--- src/hw/rtl/bfa_ram.sv ---
// Generic single-port-write, single-read RAM with registered read data.
// No dependencies.
`default_nettype none
module bfa_ram #(
    parameter int WIDTH = 8,
    parameter int DEPTH = 16
) (
    input  wire logic                     i_clk,
    input  wire logic                     i_we,
    input  wire logic [$clog2(DEPTH)-1:0] i_waddr,
    input  wire logic [WIDTH-1:0]         i_wdata,
    input  wire logic [$clog2(DEPTH)-1:0] i_raddr,
    output      logic [WIDTH-1:0]         o_rdata
);
    logic [WIDTH-1:0] r_mem [DEPTH];

    always_ff @(posedge i_clk) begin
        if (i_we) begin
            r_mem[i_waddr] <= i_wdata;
        end
        o_rdata <= r_mem[i_raddr];
    end
endmodule
`default_nettype wire

--- config.mk ---
export PLATFORM = sky130hd
export DESIGN_NAME = bfa_ram
export DESIGN_NICKNAME = d
export VERILOG_FILES = /design/src/hw/rtl/bfa_ram.sv
export SDC_FILE = /design/constraint.sdc
export NUM_CORES = 1
export LEC_CHECK = 0
export BUFFER_PORTS_ARGS = -buffer_cell sky130_fd_sc_hd__buf_2
export CAP_MARGIN = 10
export CORE_ASPECT_RATIO = 1.75
export CORE_UTILIZATION = 35
export CTS_CLUSTER_DIAMETER = 50
export CTS_CLUSTER_SIZE = 25
export DETAILED_ROUTE_END_ITERATION = 16
export GPL_TIMING_DRIVEN = 1
export MAX_ROUTING_LAYER = met4
export PLACE_DENSITY_LB_ADDON = 0.3
export SLEW_MARGIN = 30
export SYNTH_ARGS = -nofsm -noshare
export SYNTH_HDL_FRONTEND = slang
export SYNTH_SLANG_ARGS = --single-unit
--- constraint.sdc ---
create_clock -name i_clk -period 2.4 [get_ports i_clk]
set_input_delay 0.24 -clock i_clk [delete_from_list [all_inputs] [get_ports i_clk]]
set_output_delay 0.24 -clock i_clk [all_outputs]
set_load 0.02 [all_outputs]
==> impl_metrics.toml <==
[run_status]
result_of_the_run = "completed"

[clocking]
number_of_cts_inserted_buffers = 17
cts.repair_timing.setup_buffer_count = 0
tritoncts_clock_tree = "yes"
clk_latency_ns = 0.41
cts_sinks = 136
cts_max_level = 4
clk_pin_slew_ns = 0.06
post_cts.resized_instances = 0
holdBufCountCts = 0
clock_root_buffer_master = "clkbuf_16"
clk_buf_depth = 2

[power]
static-leakage-power_nw = 2.109
powerDensity_nw_per_um2 = 915.8
peakVddDrop_mv = 0.4668

[worst_setup_path]
setup.worst_path.end_class = "flop"
critPathRequiredTime_ns = 2.52
slowest_library_cell_on_the_worst_path = "or3b_2"
cp_top_family = "simple AND/OR/NAND/NOR gates"
max_stage_delay_ns = 0.51
cp-start-kind = "input port"
worstPathMaxFanout = 5
number_of_buffers_and_inverters_on_the_critical_path = 2
crit_path_cells = "buf_2 -> or3b_2 -> nor2_1 -> buf_4"
worst_ep_arrival_time_ns = 1.56
critical_path_class = "in -> reg"

[synthesis]
syn_inst = 229
synth_seq_area_share_pct = 77.78
synthFlopType = "edfxtp_1"
synth_area_per_cell_um2 = 22.48
synth_seq_cells = 136
synthesis.area_um2 = 5147
ys_warn_count = 0
synth_cell_types = 19
mappedNetlistNets = 247
synth_async_sr_flop_share_pct = 0
synth_edf_count = 128

[placed_design]
number_of_placed_instances_with_taps_included = 444
dp.final_hpwl_mm = 6.823
gp_congestion = 0.7268
portBuffers = 25

[sta]
timing.slew.headroom_pct = 44.82
period_minus_slack_ns = 1.437
fin_setup_tns_ns = 0
hold_violations = 0
slew_viols_final = 0
setup_violations = 0
fin_crit_sh_pct = 59.89
unrepaired_setup_endpoints_after_global_routing = "no"
top_achievable_clock_speed_mhz = 695.7
tightestPinTransition_ns = 0.8260
clock_skew_ns = 0.006281

[cells_and_area]
finish.net_count = 301
layout_commonest_cell = "edfxtp_1"
fillers = 1254
layout.cells.non_filler = 475
area_growth_pct = 20.83
antenna-diode-count = 0
drive_gt1_share_pct = 31.53
most-common-layout-cells = "128 x edfxtp_1, 25 x buf_2, 18 x mux4_2, 18 x buf_4, 17 x clkbuf_16"

[floorplanning]
chipHeight_um = 162.4
std_cell_rows = 58
die_area_um2 = 15220
die_w_um = 93.68
ioPinCount = 26
initial_core_util_pct = 35.82
core_area_um2 = 14370

[global_routing]
number_of_antenna_violations_at_the_first_check_in_global_routing = 0
grt_util_all_layers_pct = 14.90
first_global_vias = 2572
grt_max_degree = 18
grt_pass1_wl_mm = 15.08
gr-total-overflow = 0

[routing]
route.detailed.wl_per_inst_um = 20.80
number_of_vias_after_detailed_routing = 2379
final_wirelength_mm = 9.882
first_iter_violations = 159
drc_errors = 0
via_cell_ratio = 5.008
dr.pass1.iters = 6
drt.antenna.violating_nets = 0

[worst_hold_path]
hp-class = "in -> reg"

[flow_run]
cap_viol_max_count = 0
-- logic make-up after synthesis --
| group | Yosys count | synth area share, % |
|---|---|---|
| buf+inv | 10 | 1.677 |
| compound gates | 16 | 2.334 |
| simple gates | 35 | 3.184 |
| flops | 136 | 77.78 |
| mux | 32 | 15.02 |
-- cell usage after synthesis, types with 2 or more instances --
master           instances  area, um^2
dfxtp_1                  8       160.2
buf_6                    3       33.78
mux4_1                  14       367.9
nor3_1                   4       20.02
mux4_2                  18       405.4
nand2b_1                 2       12.51
nor2_1                  13       48.80
buf_2                    3       15.01
a22oi_1                 16       120.1
edfxtp_1               128        3844
clkdlybuf4s25_2          3       30.03
nand3b_1                 2       15.01
nand2_1                  9       33.78
-- layout make-up --
cell class	count	area, um^2	area share (%)
clock buffers	18	429.2	6.900
clock inverters	13	203.9	3.279
multi-input cells	83	1057	17.00
flip-flops and latches	136	4004	64.37
well taps	180	225.2	3.621
repair buffers	45	300.3	4.828
-- worst paths after layout --
check / from / to / slack [ns] / cells after the start
worst max-delay path: i_waddr[2] / r_mem[1][6] / 0.96 / 4
worst min register to register: r_mem[14][2] / o_rdata[2] / 0.67 / 3
worst max register to register: r_mem[2][3] / o_rdata[3] / 1.04 / 3
worst min-delay path: i_wdata[6] / r_mem[14][6] / 0.21 / 1
-- stage by stage --
stage	utilization [%]	hold WS (ns)	setup WS, ns	area, um^2	total power [W]
detailed placement	38.88	0.6334	0.4977	5587	0.002986
floorplan	-	0.3389	0.6671	5147	0.002870
finish	43.29	0.2051	0.9626	6220	0.005696
global placement	38.88	0.6195	0.5052	5587	0.002979
global route	43.29	0.2049	0.8347	6220	0.005847
CTS	43.29	0.1990	0.9351	6220	0.005743
-- metal layers --
metal / GRT usage [%] / up-vias / routed length [um]
li1: - / 1079 / -
met1: 15.23 / 1219 / 3667
met2: 26.10 / 72 / 5627
met3: 3.828 / 9 / 425
met4: 7.343 / 0 / 161
met5: - / - / 0
-- sequential cells by signal, summed over array words and instances (netlist names) --
register,cells
o_rdata,8
r_mem,128
-- power by group --
group	total (W)	leakage (nW)	internal [W]	switching, W
clock	0.00277	0.299	0.00183	0.000937
sequential	0.00267	1.22	0.00266	0.0000152
combinational	0.000258	0.586	0.000107	0.000151
No activity file was read; power rests on OpenSTA's default activity.
